`config.mk`:
```
export PLATFORM = sky130hd
export DESIGN_NAME = jcs_sqrt_cell
export DESIGN_NICKNAME = d
export VERILOG_FILES = /design/src/joystick_circle_to_square_unit_defines.svh /design/src/jcs_pkg.sv /design/src/jcs_sqrt_cell.sv
export SDC_FILE = /design/constraint.sdc
export NUM_CORES = 1
export LEC_CHECK = 0
export ABC_AREA = 1
export CAP_MARGIN = 20
export CORE_MARGIN = 8
export CORE_UTILIZATION = 30
export CTS_BUF_LIST = sky130_fd_sc_hd__clkbuf_8
export CTS_CLUSTER_DIAMETER = 100
export DETAILED_ROUTE_END_ITERATION = 16
export DONT_BUFFER_PORTS = 1
export HOLD_SLACK_MARGIN = 0.03
export PLACE_DENSITY_LB_ADDON = 0.12
export SLEW_MARGIN = 20
export SYNTH_ARGS = -nofsm -noshare
export SYNTH_HDL_FRONTEND = slang
export SYNTH_SLANG_ARGS = --single-unit
```
`constraint.sdc`:
```
create_clock -name clk -period 1.8 [get_ports clk]
set_input_delay 0.27 -clock clk [delete_from_list [all_inputs] [get_ports clk]]
set_output_delay 0.27 -clock clk [all_outputs]
set_load 0.02 [all_outputs]
```
`src/joystick_circle_to_square_unit_defines.svh`:
```
// assertion macros for the top-level rtl file
`ifndef JOYSTICK_CIRCLE_TO_SQUARE_UNIT_DEFINES_SVH
`define JOYSTICK_CIRCLE_TO_SQUARE_UNIT_DEFINES_SVH

// implication checked every cycle outside reset
`define JCS_ASSERT_IMPL(label, ante, cons) \
  label: assert property (@(posedge clk) disable iff (!rst_n) (ante) |-> (cons)) \
    else $error("jcs assertion failed");

// implication into the next cycle, also checked across reset
`define JCS_ASSERT_NEXT(label, ante, cons) \
  label: assert property (@(posedge clk) (ante) |=> (cons)) \
    else $error("jcs assertion failed");

`endif

```
`src/jcs_pkg.sv`:
```
// ----------------------------------------------------------------------------
// jcs_pkg
// shared constants for the circle-to-square mapping pipeline
// ----------------------------------------------------------------------------
`timescale 1ns / 1ps

package jcs_pkg;

  localparam int SAMPLE_WIDTH_DEF = 16;

endpackage

```
`src/jcs_sqrt_cell.sv`:
```
// ----------------------------------------------------------------------------
// jcs_sqrt_cell
// one digit of a restoring square root, registered, with side data
// ----------------------------------------------------------------------------
`timescale 1ns / 1ps

module jcs_sqrt_cell #(
  parameter int SAMPLE_WIDTH = jcs_pkg::SAMPLE_WIDTH_DEF,
  parameter int SIDE_W       = 1
) (
  input  logic                      clk,
  input  logic                      rst_n,
  input  logic                      en,
  input  logic                      in_valid,
  input  logic [2*SAMPLE_WIDTH-1:0] in_rad,
  input  logic [SAMPLE_WIDTH+1:0]   in_rem,
  input  logic [SAMPLE_WIDTH-1:0]   in_root,
  input  logic [SIDE_W-1:0]         in_side,
  output logic                      out_valid,
  output logic [2*SAMPLE_WIDTH-1:0] out_rad,
  output logic [SAMPLE_WIDTH+1:0]   out_rem,
  output logic [SAMPLE_WIDTH-1:0]   out_root,
  output logic [SIDE_W-1:0]         out_side
);

  localparam int W = SAMPLE_WIDTH;

  logic [W+3:0]   rem_t;
  logic [W+3:0]   trial;
  logic           ge;
  logic [W+3:0]   rem_d;
  logic           valid_r;
  logic [2*W-1:0] rad_r;
  logic [W+1:0]   rem_r;
  logic [W-1:0]   root_r;
  logic [SIDE_W-1:0] side_r;
  logic [2*W-1:0] rad_nxt;
  logic [W+1:0]   rem_nxt;
  logic [W-1:0]   root_nxt;

  always_comb begin
    rem_t    = {in_rem, in_rad[2*W-1:2*W-2]};
    trial    = {2'b00, in_root, 2'b01};
    ge       = (rem_t >= trial);
    rem_d    = ge ? (rem_t - trial) : rem_t;
    rem_nxt  = rem_d[W+1:0];
    root_nxt = {in_root[W-2:0], ge};
    rad_nxt  = {in_rad[2*W-3:0], 2'b00};
  end

  always_ff @(posedge clk) begin
    if (!rst_n) begin
      valid_r <= 1'b0;
    end else if (en) begin
      valid_r <= in_valid;
    end
  end

  always_ff @(posedge clk) begin
    if (en) begin
      rad_r  <= rad_nxt;
      rem_r  <= rem_nxt;
      root_r <= root_nxt;
      side_r <= in_side;
    end
  end

  assign out_valid = valid_r;
  assign out_rad   = rad_r;
  assign out_rem   = rem_r;
  assign out_root  = root_r;
  assign out_side  = side_r;

endmodule

```
==> metrics.cfg <==
[synthesis]
synthesis.area_per_instance_um2 = 10.19
ys.warnings.count = 0
syn_inst = 333
synth-seq-cells = 66
part_of_the_yosys_area_used_for_sequential_elements = 0.5811
post_synth_num_cell_types = 30
synth.cell_area_um2 = 3393

[worst_setup_path]
setup.reg_to_reg.worst_slack_ns = 1.01
worst-endpoint-arrival_ns = 1.67
setup.worst_path.class = in -> reg
cp-startpoint = in_root[9]
cp_slowest_stage_delay_ns = 0.33
cp_cell_sequence = inv_1, ha_1, nand2_1, inv_1, nand2_1, nand2_1, inv_1, nand3_2, nand2_1, nand2_4, buf_4, nand2_1, nand2_1
critical_path_buf_inv_count = 4
critPathLaunchType = input port
critical_path_peak_fanout = 11
timing.critical_path.slowest_stage_cell = sky130_fd_sc_hd__ha_1
reg2reg_depth = 2
timing.critical_path.to_type = flip-flop
most_common_cell_type_on_the_critical_path = sky130_fd_sc_hd__nand2_1
r2r_end = out_valid
r2r-start = out_valid
worst_ep_required_time_ns = 1.90
timing.critical_path.to = out_rem[9]
top_delay_family_on_crit_path = simple AND/OR/NAND/NOR gates
worst-path-stages = 13

[floorplanning]
std_cell_rows = 39
coreArea_um2 = 11220
die-width_um = 122.4
die_height_um = 122.4
initial_utilization = 0.3023
floorplan.die_area_um2 = 14970
num_io_pins = 139

[clocking]
clock_tree_from_tritoncts = done
cts_made_buffers = 9
cts_num_sinks = 66
cts-root-buf = sky130_fd_sc_hd__clkbuf_8
clk_pin_slew_worst_setup_hold_paths_ns = 0.07
cts_resized = 0
post-cts-setup-buffers = 0
clk_latency_ns = 0.34
clock_tree.htree_level_count = 3
cts_hold_buf = 49
clk_path_buf_depth = 2

[global_route]
number_of_antenna_violations_at_the_first_check_in_global_routing = 0
grt_start_max_net_pins = 37
grt-busiest-layer = met2
grt_use_met1 = 0.1531
grt_pass1_vias = 2715
global_route.usage.met2 = 0.2053
grt.total_usage = 0.1275
wire_length_of_the_first_global_routing_pass_um = 14400
globalRouteOverflowTotal = 0
grtUsageMet3 = 0.04784

[layout]
final_cell_mix = 102 x sky130_fd_sc_hd__nand2_1, 65 x sky130_fd_sc_hd__edfxtp_1, 48 x sky130_fd_sc_hd__inv_1
area.growth.synth_to_final_pct = 33.15
final_common_cell = sky130_fd_sc_hd__nand2_1
antenna_cells = 0
final_layout_size_suffix_gt1_frac = 0.1752
number_of_nets_in_the_final_layout = 512

[worst_hold_path]
hold_class = in -> reg

[power_and_ir_drop]
p_leak_uw = 0.001961
design_power_total_uw = 4244
vdd_drop_max_v = 0.0003714
power_density_nw_per_um2 = 939.4

[flow_run]
max-cap-violations = 0

[placement]
place_hpwl_um = 7047
port_buffer_count = 0
finalWeightedCongestion = 0.7664

[route]
detail_route.drc_violations = 0
antenna_violating_nets_post_route = 0
viasPerCell = 4.424
dr.pass1.iters = 4
route.vias.total = 2526
drt-wirelength-per-cell_um = 16.92
first_iter_violations = 144
wl_um = 9659

[timing]
timing.final.crit_share = 0.8757
setup_violations = 0
tns_ns = 0
tightestPinTransition_ns = 0.5573
top_achievable_clock_speed_mhz = 634.4
rsz_0062_raised_after_global_routing = false
finalWorstPathRequiredPeriod_ns = 1.576
hold-worst-slack_ns = 0.05993
report.final.slew_viol_count = 0
finClkSkew_ns = 0
timing.final.hold_violations = 0
max-slew-margin-rel = 0.6285

[run_status]
run_status = completed

-- cell families (layout without fill, tap and decap cells) --
group / count (synthesis) / in the layout / share of synthesized area
buffers and inverters: 54 / 148 / 0.07043
AO/OA/AOI/OAI: 26 / 26 / 0.04794
other: 1 / 2 / 0.001105
AND/OR/NAND/NOR: 158 / 158 / 0.2072
XOR/XNOR: 10 / 10 / 0.02581
flip-flops: 66 / 66 / 0.5811
adder cells (fa/ha/maj): 18 / 18 / 0.06637
-- state kept, by name, summed over array words and instances (netlist names) --
| name | cells |
|---|---|
| out_root | 16 |
| out_rem | 18 |
| out_valid | 1 |
| out_side | 1 |
| out_rad | 30 |
-- final cells by class --
| type | instances | area, um2 |
|---|---|---|
| multi-input cells | 214 | 1186 |
| clock inverters | 7 | 95.09 |
| flip-flops and latches | 66 | 1972 |
| well taps | 143 | 178.9 |
| clock buffers | 9 | 123.9 |
| repair buffers | 83 | 775.7 |
| inverters | 49 | 186.4 |
| fillers | 1137 | 6705 |
-- power by group --
group / switching, uW / total, uW / leakage (uW) / internal [uW]
Clock: 626 / 1400 / 0.000103 / 777
Combinational: 363 / 704 / 0.00121 / 341
Sequential: 254 / 2140 / 0.000645 / 1880
-- routing by layer --
layer | routed length (um) | up-vias
met4 | 106 | 0
met3 | 918 | 10
li1 | - | 1273
met5 | 0 | -
met1 | 4358 | 1132
met2 | 4276 | 111
-- cells in the mapped netlist --
master | n | share of area
sky130_fd_sc_hd__o21ai_2 | 8 | 0.021
sky130_fd_sc_hd__o21ai_0 | 4 | 0.0059
sky130_fd_sc_hd__nor2_1 | 14 | 0.015
sky130_fd_sc_hd__nand2_4 | 1 | 0.0033
sky130_fd_sc_hd__inv_1 | 47 | 0.052
sky130_fd_sc_hd__nor3_2 | 1 | 0.0029
sky130_fd_sc_hd__conb_1 | 1 | 0.0011
sky130_fd_sc_hd__nand2_2 | 5 | 0.0092
sky130_fd_sc_hd__a21oi_1 | 13 | 0.019
sky130_fd_sc_hd__buf_8 | 1 | 0.0044
sky130_fd_sc_hd__nor2_2 | 4 | 0.0074
sky130_fd_sc_hd__nor3_1 | 1 | 0.0015
sky130_fd_sc_hd__and2_1 | 1 | 0.0018
sky130_fd_sc_hd__xnor2_1 | 6 | 0.015
sky130_fd_sc_hd__inv_2 | 1 | 0.0011
sky130_fd_sc_hd__nor3b_2 | 1 | 0.0037
sky130_fd_sc_hd__buf_4 | 2 | 0.0044
sky130_fd_sc_hd__nand3_2 | 1 | 0.0029
sky130_fd_sc_hd__buf_6 | 2 | 0.0066
sky130_fd_sc_hd__nand3_1 | 18 | 0.027
sky130_fd_sc_hd__o21bai_1 | 1 | 0.0022
sky130_fd_sc_hd__or2_4 | 1 | 0.0026
sky130_fd_sc_hd__edfxtp_1 | 65 | 0.58
sky130_fd_sc_hd__ha_1 | 18 | 0.066
sky130_fd_sc_hd__nand4_1 | 2 | 0.0037
sky130_fd_sc_hd__dfxtp_1 | 1 | 0.0059
sky130_fd_sc_hd__inv_4 | 1 | 0.0018
sky130_fd_sc_hd__nand3b_1 | 6 | 0.013
sky130_fd_sc_hd__xor2_1 | 4 | 0.010
sky130_fd_sc_hd__nand2_1 | 102 | 0.11
-- worst min path at each step --
stage | cells past startpoint | end | startpoint
floorplan | 1 | out_valid | en
CTS | 2 | out_valid | in_valid
detailed placement | 0 | out_rad[14] | in_rad[12]
global placement | 0 | out_rad[13] | in_rad[11]
global route | 2 | out_valid | in_valid
finish | 2 | out_valid | in_valid
-- through the flow --
stage / setup WS [ns] / util / cell area (um2) / std cells
finish: 0.2237 / 0.4026 / 4518 / 571
global route: 0.02223 / 0.4026 / 4518 / 571
CTS: 0.1873 / 0.4030 / 4523 / 571
detailed placement: -0.1551 / 0.3389 / 3804 / 506
global placement: -0.2140 / 0.3389 / 3804 / 506
floorplan: 0.07083 / - / 3397 / 334
Note: power is estimated with default switching activity, not from simulation.
