[config.mk]
export PLATFORM = sky130hd
export DESIGN_NAME = jcs_div_cell
export DESIGN_NICKNAME = d
export VERILOG_FILES = /design/src/joystick_circle_to_square_unit_defines.svh /design/src/jcs_pkg.sv /design/src/jcs_div_cell.sv
export SDC_FILE = /design/constraint.sdc
export NUM_CORES = 1
export LEC_CHECK = 0
export ABC_AREA = 1
export BUFFER_PORTS_ARGS = -buffer_cell sky130_fd_sc_hd__buf_2
export CELL_PAD_IN_SITES_DETAIL_PLACEMENT = 0
export CELL_PAD_IN_SITES_GLOBAL_PLACEMENT = 2
export CORE_MARGIN = 2
export CORE_UTILIZATION = 29
export CTS_CLUSTER_SIZE = 28
export DETAILED_ROUTE_END_ITERATION = 8
export PLACE_DENSITY_LB_ADDON = 0.1
export REMOVE_ABC_BUFFERS = 1
export SYNTH_ARGS = -nofsm -noshare
export SYNTH_HDL_FRONTEND = slang
export SYNTH_SLANG_ARGS = --single-unit
[constraint.sdc]
create_clock -name clk -period 2.12 [get_ports clk]
set_input_delay 0.106 -clock clk [delete_from_list [all_inputs] [get_ports clk]]
set_output_delay 0.106 -clock clk [all_outputs]
set_load 0.005 [all_outputs]
[src/joystick_circle_to_square_unit_defines.svh]
// assertion macros for the top-level rtl file
`ifndef JOYSTICK_CIRCLE_TO_SQUARE_UNIT_DEFINES_SVH
`define JOYSTICK_CIRCLE_TO_SQUARE_UNIT_DEFINES_SVH

// implication checked every cycle outside reset
`define JCS_ASSERT_IMPL(label, ante, cons) \
  label: assert property (@(posedge clk) disable iff (!rst_n) (ante) |-> (cons)) \
    else $error("jcs assertion failed");

// implication into the next cycle, also checked across reset
`define JCS_ASSERT_NEXT(label, ante, cons) \
  label: assert property (@(posedge clk) (ante) |=> (cons)) \
    else $error("jcs assertion failed");

`endif

[src/jcs_pkg.sv]
// ----------------------------------------------------------------------------
// jcs_pkg
// shared constants for the circle-to-square mapping pipeline
// ----------------------------------------------------------------------------
`timescale 1ns / 1ps

package jcs_pkg;

  localparam int SAMPLE_WIDTH_DEF = 16;

endpackage

[src/jcs_div_cell.sv]
// ----------------------------------------------------------------------------
// jcs_div_cell
// one quotient bit of two restoring divisions sharing a divisor, registered
// ----------------------------------------------------------------------------
`timescale 1ns / 1ps

module jcs_div_cell #(
  parameter int SAMPLE_WIDTH = jcs_pkg::SAMPLE_WIDTH_DEF,
  parameter int SIDE_W       = 1
) (
  input  logic                    clk,
  input  logic                    rst_n,
  input  logic                    en,
  input  logic                    in_valid,
  input  logic [SAMPLE_WIDTH:0]   in_den,
  input  logic [SAMPLE_WIDTH:0]   in_rem_x,
  input  logic [SAMPLE_WIDTH-1:0] in_lo_x,
  input  logic [SAMPLE_WIDTH-1:0] in_q_x,
  input  logic [SAMPLE_WIDTH:0]   in_rem_y,
  input  logic [SAMPLE_WIDTH-1:0] in_lo_y,
  input  logic [SAMPLE_WIDTH-1:0] in_q_y,
  input  logic [SIDE_W-1:0]       in_side,
  output logic                    out_valid,
  output logic [SAMPLE_WIDTH:0]   out_den,
  output logic [SAMPLE_WIDTH:0]   out_rem_x,
  output logic [SAMPLE_WIDTH-1:0] out_lo_x,
  output logic [SAMPLE_WIDTH-1:0] out_q_x,
  output logic [SAMPLE_WIDTH:0]   out_rem_y,
  output logic [SAMPLE_WIDTH-1:0] out_lo_y,
  output logic [SAMPLE_WIDTH-1:0] out_q_y,
  output logic [SIDE_W-1:0]       out_side
);

  localparam int W = SAMPLE_WIDTH;

  logic [W+1:0] tx, ty, dx, dy, den_e;
  logic         gex, gey;
  logic         valid_r;
  logic [W:0]   den_r, rem_x_r, rem_y_r;
  logic [W-1:0] lo_x_r, lo_y_r, q_x_r, q_y_r;
  logic [SIDE_W-1:0] side_r;
  logic [W:0]   rem_x_nxt, rem_y_nxt;

  always_comb begin
    den_e     = {1'b0, in_den};
    tx        = {in_rem_x, in_lo_x[W-1]};
    ty        = {in_rem_y, in_lo_y[W-1]};
    gex       = (tx >= den_e);
    gey       = (ty >= den_e);
    dx        = gex ? (tx - den_e) : tx;
    dy        = gey ? (ty - den_e) : ty;
    rem_x_nxt = dx[W:0];
    rem_y_nxt = dy[W:0];
  end

  always_ff @(posedge clk) begin
    if (!rst_n) begin
      valid_r <= 1'b0;
    end else if (en) begin
      valid_r <= in_valid;
    end
  end

  always_ff @(posedge clk) begin
    if (en) begin
      den_r   <= in_den;
      rem_x_r <= rem_x_nxt;
      rem_y_r <= rem_y_nxt;
      lo_x_r  <= {in_lo_x[W-2:0], 1'b0};
      lo_y_r  <= {in_lo_y[W-2:0], 1'b0};
      q_x_r   <= {in_q_x[W-2:0], gex};
      q_y_r   <= {in_q_y[W-2:0], gey};
      side_r  <= in_side;
    end
  end

  assign out_valid = valid_r;
  assign out_den   = den_r;
  assign out_rem_x = rem_x_r;
  assign out_lo_x  = lo_x_r;
  assign out_q_x   = q_x_r;
  assign out_rem_y = rem_y_r;
  assign out_lo_y  = lo_y_r;
  assign out_q_y   = q_y_r;
  assign out_side  = side_r;

endmodule

==> results of run 1 <==
logic make-up after synthesis:
family	count (synthesis)
and+or+nand+nor	378
buffers and inverters	128
DFF	115
adders and majority gates	36
AOI/OAI and AO/OA	23
xor gates and xnor gates	14
other	1
layer usage:
layer,part of all wire [%],up-vias
li1,-,2951
met1,48,2533
met2,46,219
met3,5.7,14
met4,0.97,0
met5,0,-
flip-flops by register name, indices dropped and copies added (netlist names):
| register | count |
|---|---|
| out_q_x | 16 |
| out_rem_x | 17 |
| out_rem_y | 17 |
| out_valid | 1 |
| out_q_y | 16 |
| out_lo_y | 15 |
| out_den | 17 |
| out_lo_x | 15 |
| out_side | 1 |
through the flow:
step	setup WS (ns)	utilization [%]
2_1_floorplan	0.264	-
3_3_place_gp	0.0884	36.6
3_5_place_dp	0.0540	36.6
4_1_cts	0.00210	43.2
5_1_grt	-0.00497	45.5
6_report	0.0650	45.5
worst reg2reg max path, delay by kind of cell (launching register included):
kind            cells  cell delay, ns
buf+inv             1            0.58
flops               1            0.31
compound gates      2            0.23
cell usage in the layout (no fill, tap or decap), drive strengths merged, types with 2 or more instances in the layout:
| master | instances |
|---|---|
| nand2 | 275 |
| buf | 253 |
| inv | 118 |
| edfxtp | 114 |
| dlygate4sd3 | 79 |
| nand3 | 61 |
| ha | 34 |
| nor2 | 28 |
| a21oi | 20 |
| clkbuf | 18 |
| xor2 | 12 |
| clkinv | 9 |
| nand4 | 5 |
| nor3 | 5 |
| clkinvlp | 4 |
| bufinv | 3 |
| dlymetal6s4s | 3 |
| and3 | 2 |
| xnor2 | 2 |
| conb | 2 |
| o21ai | 2 |
| or2 | 2 |
| fa | 2 |
path summary, 6_finish.rpt:
kind                 from       endpoint
max             in_den[3]   out_rem_x[6]
min reg2reg     out_valid      out_valid
max reg2reg     out_valid      out_valid
min          in_rem_y[15]  out_rem_y[16]
cells in the mapped netlist (all sizes together):
master,instances,area [µm²]
a21oi,20,108
and2,1,6.26
and3,2,12.5
buf,8,73.8
clkinv,1,3.75
conb,1,3.75
dfxtp,1,20.0
edfxtp,114,3420
fa,2,40.0
ha,34,425
inv,119,447
nand2,272,1090
nand3,61,315
nand3b,1,7.51
nand4,5,31.3
nor2,28,128
nor3,5,36.3
nor4,1,21.3
o21a,1,7.51
o21ai,2,10.0
or2,2,12.5
xnor2,2,17.5
xor2,12,105
what timing repair did:
action,4_1_cts,5_1_grt
gates resized for setup,0,75
endpoints found under the setup margin,0,36
setup buffers,0,9
endpoints found under the hold margin,81,0
hold buffers,82,0
where the power goes:
group	total [mW]	switching, mW	internal [mW]
Combinational	1.57	0.855	0.716
Sequential	2.83	0.0539	2.78
Clock	3.07	1.20	1.87
Total	7.47	2.11	5.36
final cells by class:
type | instances | area [µm²]
Tap cell | 280 | 350
Clock inverter | 14 | 180
Clock buffer | 18 | 429
Timing Repair Buffer | 335 | 2250
Sequential cell | 115 | 3440
Fill cell | 2102 | 11800
Multi-Input combinational cell | 456 | 2730
Inverter | 120 | 462
==> qor.yml, run 1 <==
fmax_ghz: 0.487
antenna_cells: 0
use_met1_pct: 23.8
antenna_found_initial: 0
status: "complete, no violations"
power.density_nw_per_um2: 759
crit_path_start_kind: "input port"
cp_cell_sequence: "dlygate4sd3_1 > buf_2 > inv_2 > ha_4 > or2_1 > nand3_2 > nand2_2 > nand2_1 > nand2_2 > nand2_4 > buf_12 > nand2_2 > nand2_1 > nand2_1"
syn_area_per_cell_um2: 9.13
peakVddDrop_mv: 0.514
syn_inst: 695
dieHeight_um: 152
cp.arrival_ns: 2.23
timing.final.max_slew_violations: 0
top_usage_layer: "met2"
vias: 5717
yosysWarnings: 0
hold_violations: 0
syn_to_final_growth_pct: 55.1
critPathMaxStageDelay_ns: 0.56
finalInstanceArea_um2: 9850
final_cells: 1338
finalSetupViolations: 0
wl_um: 20800
drc_errors: 0
gp_congestion: 0.822
min_path_type: "input port to flip-flop"
track_usage_pct: 17.6
htree_num_levels: 4
path_class: "input port to flip-flop"
synth_top_family_by_area: "simple AND/OR/NAND/NOR gates"
synth-compound-area-share_pct: 1.97
grt_pass1_wl_um: 31500
post_dp_cell_area_um2: 7920
pin_count: 237
cts.sinks: 115
drv_cap: 0
met2_usage_pct: 28.8
drt_iter0_markers: 330
dp_hpwl_um: 15300
final_layout_size_suffix_gt1_share_pct: 35.4
period_minus_slack_ns: 2.05
synthXorXnorAreaFrac_pct: 1.93
yosys.area_share.simple_pct: 26.2
clk_pin_slew_ns: 0.07
p_leak_nw: 4.83
core_area_um2: 21600
cts-root-buf: "clkbuf_16"
synth_seq_area_share_pct: 54.3
cts_tree: "built"
synthAdderAreaFrac_pct: 7.33
skew_ns: 0
start_util_pct: 29.4
synth_seq_cells: 115
hold_depth: 3
rows: 54
tns_ns: 0
timing.hold.ws_ns: 0.0179
dp.cells: 1212
viasPerCell: 4.27
grt_max_degree: 71
critical-path-top-delay-family: "buffers and inverters"
grt_pass1_vias: 5594
io_buffers: 232
synthMuxAreaShare_pct: 0
dieArea_um2: 23100
reg2reg_slack_ns: 0.88
nNetsFinal: 1201
clk_latency_ns: 0.41
end_kind: "flip-flop"
drt_pass1_iterations: 7
use_met3_pct: 4.02
routedWlPerCell_um: 15.5
netlist_area_um2: 6350
worstPathRequired_ns: 2.29
cts_inserted_buffers: 17
slowest_stage: "dlygate4sd3_1"
cp.depth: 14
cts_max_path_buffers: 2
path_buf_inv: 4
period_share_pct: 96.9
design_power_total_mw: 7.47
postRouteAntennaNets: 0
chipWidth_um: 152
overflow: 0
r2r_cells: 3
cp_max_fo: 4
ys_types: 36
Power figures use the tool's default switching activity.
==> inputs of run 2 (changes only) <==
- HOLD_SLACK_MARGIN: default -> 0.03
==> qor.yml, run 2 (synthesized netlist as in run 1, its figures left out) <==
clk_latency_ns: 0.41  # about the same
skew_ns: 0  # unchanged
timing.final.max_slew_violations: 0  # unchanged
nNetsFinal: 1223  # +1.8%
core_area_um2: 21600  # unchanged
antenna_found_initial: 0  # unchanged
gp_congestion: 0.822  # unchanged
power.density_nw_per_um2: 742  # -2.2%
grt_pass1_wl_um: 31700  # +0.66%
cp_max_fo: 4  # unchanged
dp_hpwl_um: 15300  # unchanged
period_minus_slack_ns: 2.04  # -0.0154 ns
chipWidth_um: 152  # unchanged
path_class: "input port to flip-flop"
pin_count: 237  # unchanged
dp.cells: 1212  # unchanged
fin_util_pct: 46.9  # +1.3 points
grt_pass1_vias: 5637  # +0.77%
r2r_cells: 3  # unchanged
final_layout_size_suffix_gt1_share_pct: 35.1  # -0.35 points
io_buffers: 232  # unchanged
htree_num_levels: 4  # unchanged
routedWlPerCell_um: 15.4  # -0.59%
cts-root-buf: "clkbuf_16"
grt_max_degree: 71  # unchanged
drv_cap: 0  # unchanged
drc_errors: 0  # unchanged
min_to: "out_rem_x[15]"
timing.hold.ws_ns: 0.0399  # +0.0220 ns
cts_inserted_buffers: 17  # unchanged
p_leak_nw: 4.92  # +2.0%
dieHeight_um: 152  # unchanged
grt_setup_unrepaired: "true"
fmax_ghz: 0.490  # +0.76%
wl_um: 21000  # +1.0%
finalSetupViolations: 0  # unchanged
cts_tree: "built"
track_usage_pct: 17.7  # +0.075 points
drt_pass1_iterations: 6  # -1
status: "complete, no violations"
peakVddDrop_mv: 0.515  # +0.10%
crit_path_start_kind: "input port"
dieArea_um2: 23100  # unchanged
final_cells: 1360  # +1.6%
fillers: 2075  # -1.3%
overflow: 0  # unchanged
vias: 5773  # +0.98%
viasPerCell: 4.24  # -0.65%
antenna_cells: 0  # unchanged
rr_endpoint: "out_valid"
mostFrequentLayoutCells: "246 x nand2_1, 229 x buf_2, 114 x edfxtp_1, 105 x inv_1, 99 x dlygate4sd3_1"
start_util_pct: 29.4  # unchanged
hold_path_startpoint: "in_rem_x[14]"
mostFrequentLayoutCell: "nand2_1"
cp.arrival_ns: 2.21  # -0.02 ns
period_share_pct: 96.2  # -0.73 points
finalInstanceArea_um2: 10100  # +2.9%
cts.sinks: 115  # unchanged
min_path_type: "input port to flip-flop"
design_power_total_mw: 7.52  # +0.72%
rows: 54  # unchanged
clk_pin_slew_ns: 0.07  # about the same
syn_to_final_growth_pct: 59.7
worstPathRequired_ns: 2.29  # about the same
post_dp_cell_area_um2: 7920  # unchanged
hold_depth: 3  # unchanged
reg2reg_slack_ns: 0.87  # about the same
cts_max_path_buffers: 2  # unchanged
end_kind: "flip-flop"
postRouteAntennaNets: 0  # unchanged
r2r_start: "out_valid"
hold_violations: 0  # unchanged
drt_iter0_markers: 301  # -8.8%
==> run 2: final cells by class <==
class / instances / area (µm²) / area share [%]
sequential: 115 / 3440 / 34.0
clock inverter: 14 / 180 / 1.78
timing repair buffer: 357 / 2470 / 24.4
inverter: 120 / 462 / 4.55
tap: 280 / 350 / 3.46
multi-input combinational: 456 / 2800 / 27.6
clock buffer: 18 / 429 / 4.23
==> run 2: worst max-delay path: stages <==
cell and delay [ns]:
dlygate4sd3_1 0.55, buf_2 0.14, inv_2 0.13, ha_4 0.24, or2_1 0.25, nand3_2 0.09
nand2_2 0.05, nand2_1 0.09, nand2_2 0.11, nand2_8 0.12, buf_12 0.12, nand2_2 0.09
nand2_1 0.07, nand2_1 0.04
==> run 2: stage by stage <==
step	TNS, ns	setup slack (ns)
global placement	0	0.0884
finish	0	0.0805
global route	-0.00850	-0.00742
floorplan	0	0.264
detailed placement	0	0.0540
CTS	0	0.00210
==> run 2: where the power goes <==
| group | internal, mW | switching [mW] |
|---|---|---|
| clock | 1.87 | 1.20 |
| sequential | 2.78 | 0.0547 |
| combinational | 0.751 | 0.870 |
| total | 5.39 | 2.13 |
==> run 2: timing repair <==
action,4_1_cts,5_1_grt
endpoints found under the setup margin,0,36
hold buffers,102,0
gates resized for setup,0,85
hold endpoints to repair,101,0
buffers inserted,0,11
==> run 2: layer usage <==
metal | vias to the layer above | wire (µm) | track usage (%)
li1 | 2991 | - | -
met1 | 2568 | 10200 | 24.0
met2 | 200 | 9530 | 28.9
met3 | 14 | 1070 | 3.91
met4 | 0 | 206 | 4.18
met5 | - | 0 | 0
==> run 2: worst max-delay path by stage <==
stage                               end  slack (ns)  startpoint
after floorplan           out_rem_y[13]        0.26  in_den[15]
after global placement    out_rem_x[12]        0.09   in_den[9]
after detailed placement   out_rem_x[5]        0.05   in_den[0]
after CTS                 out_rem_y[16]       0.002   in_den[5]
after global routing       out_rem_y[2]      -0.007  in_den[13]
final                      out_rem_x[3]        0.08   in_den[3]
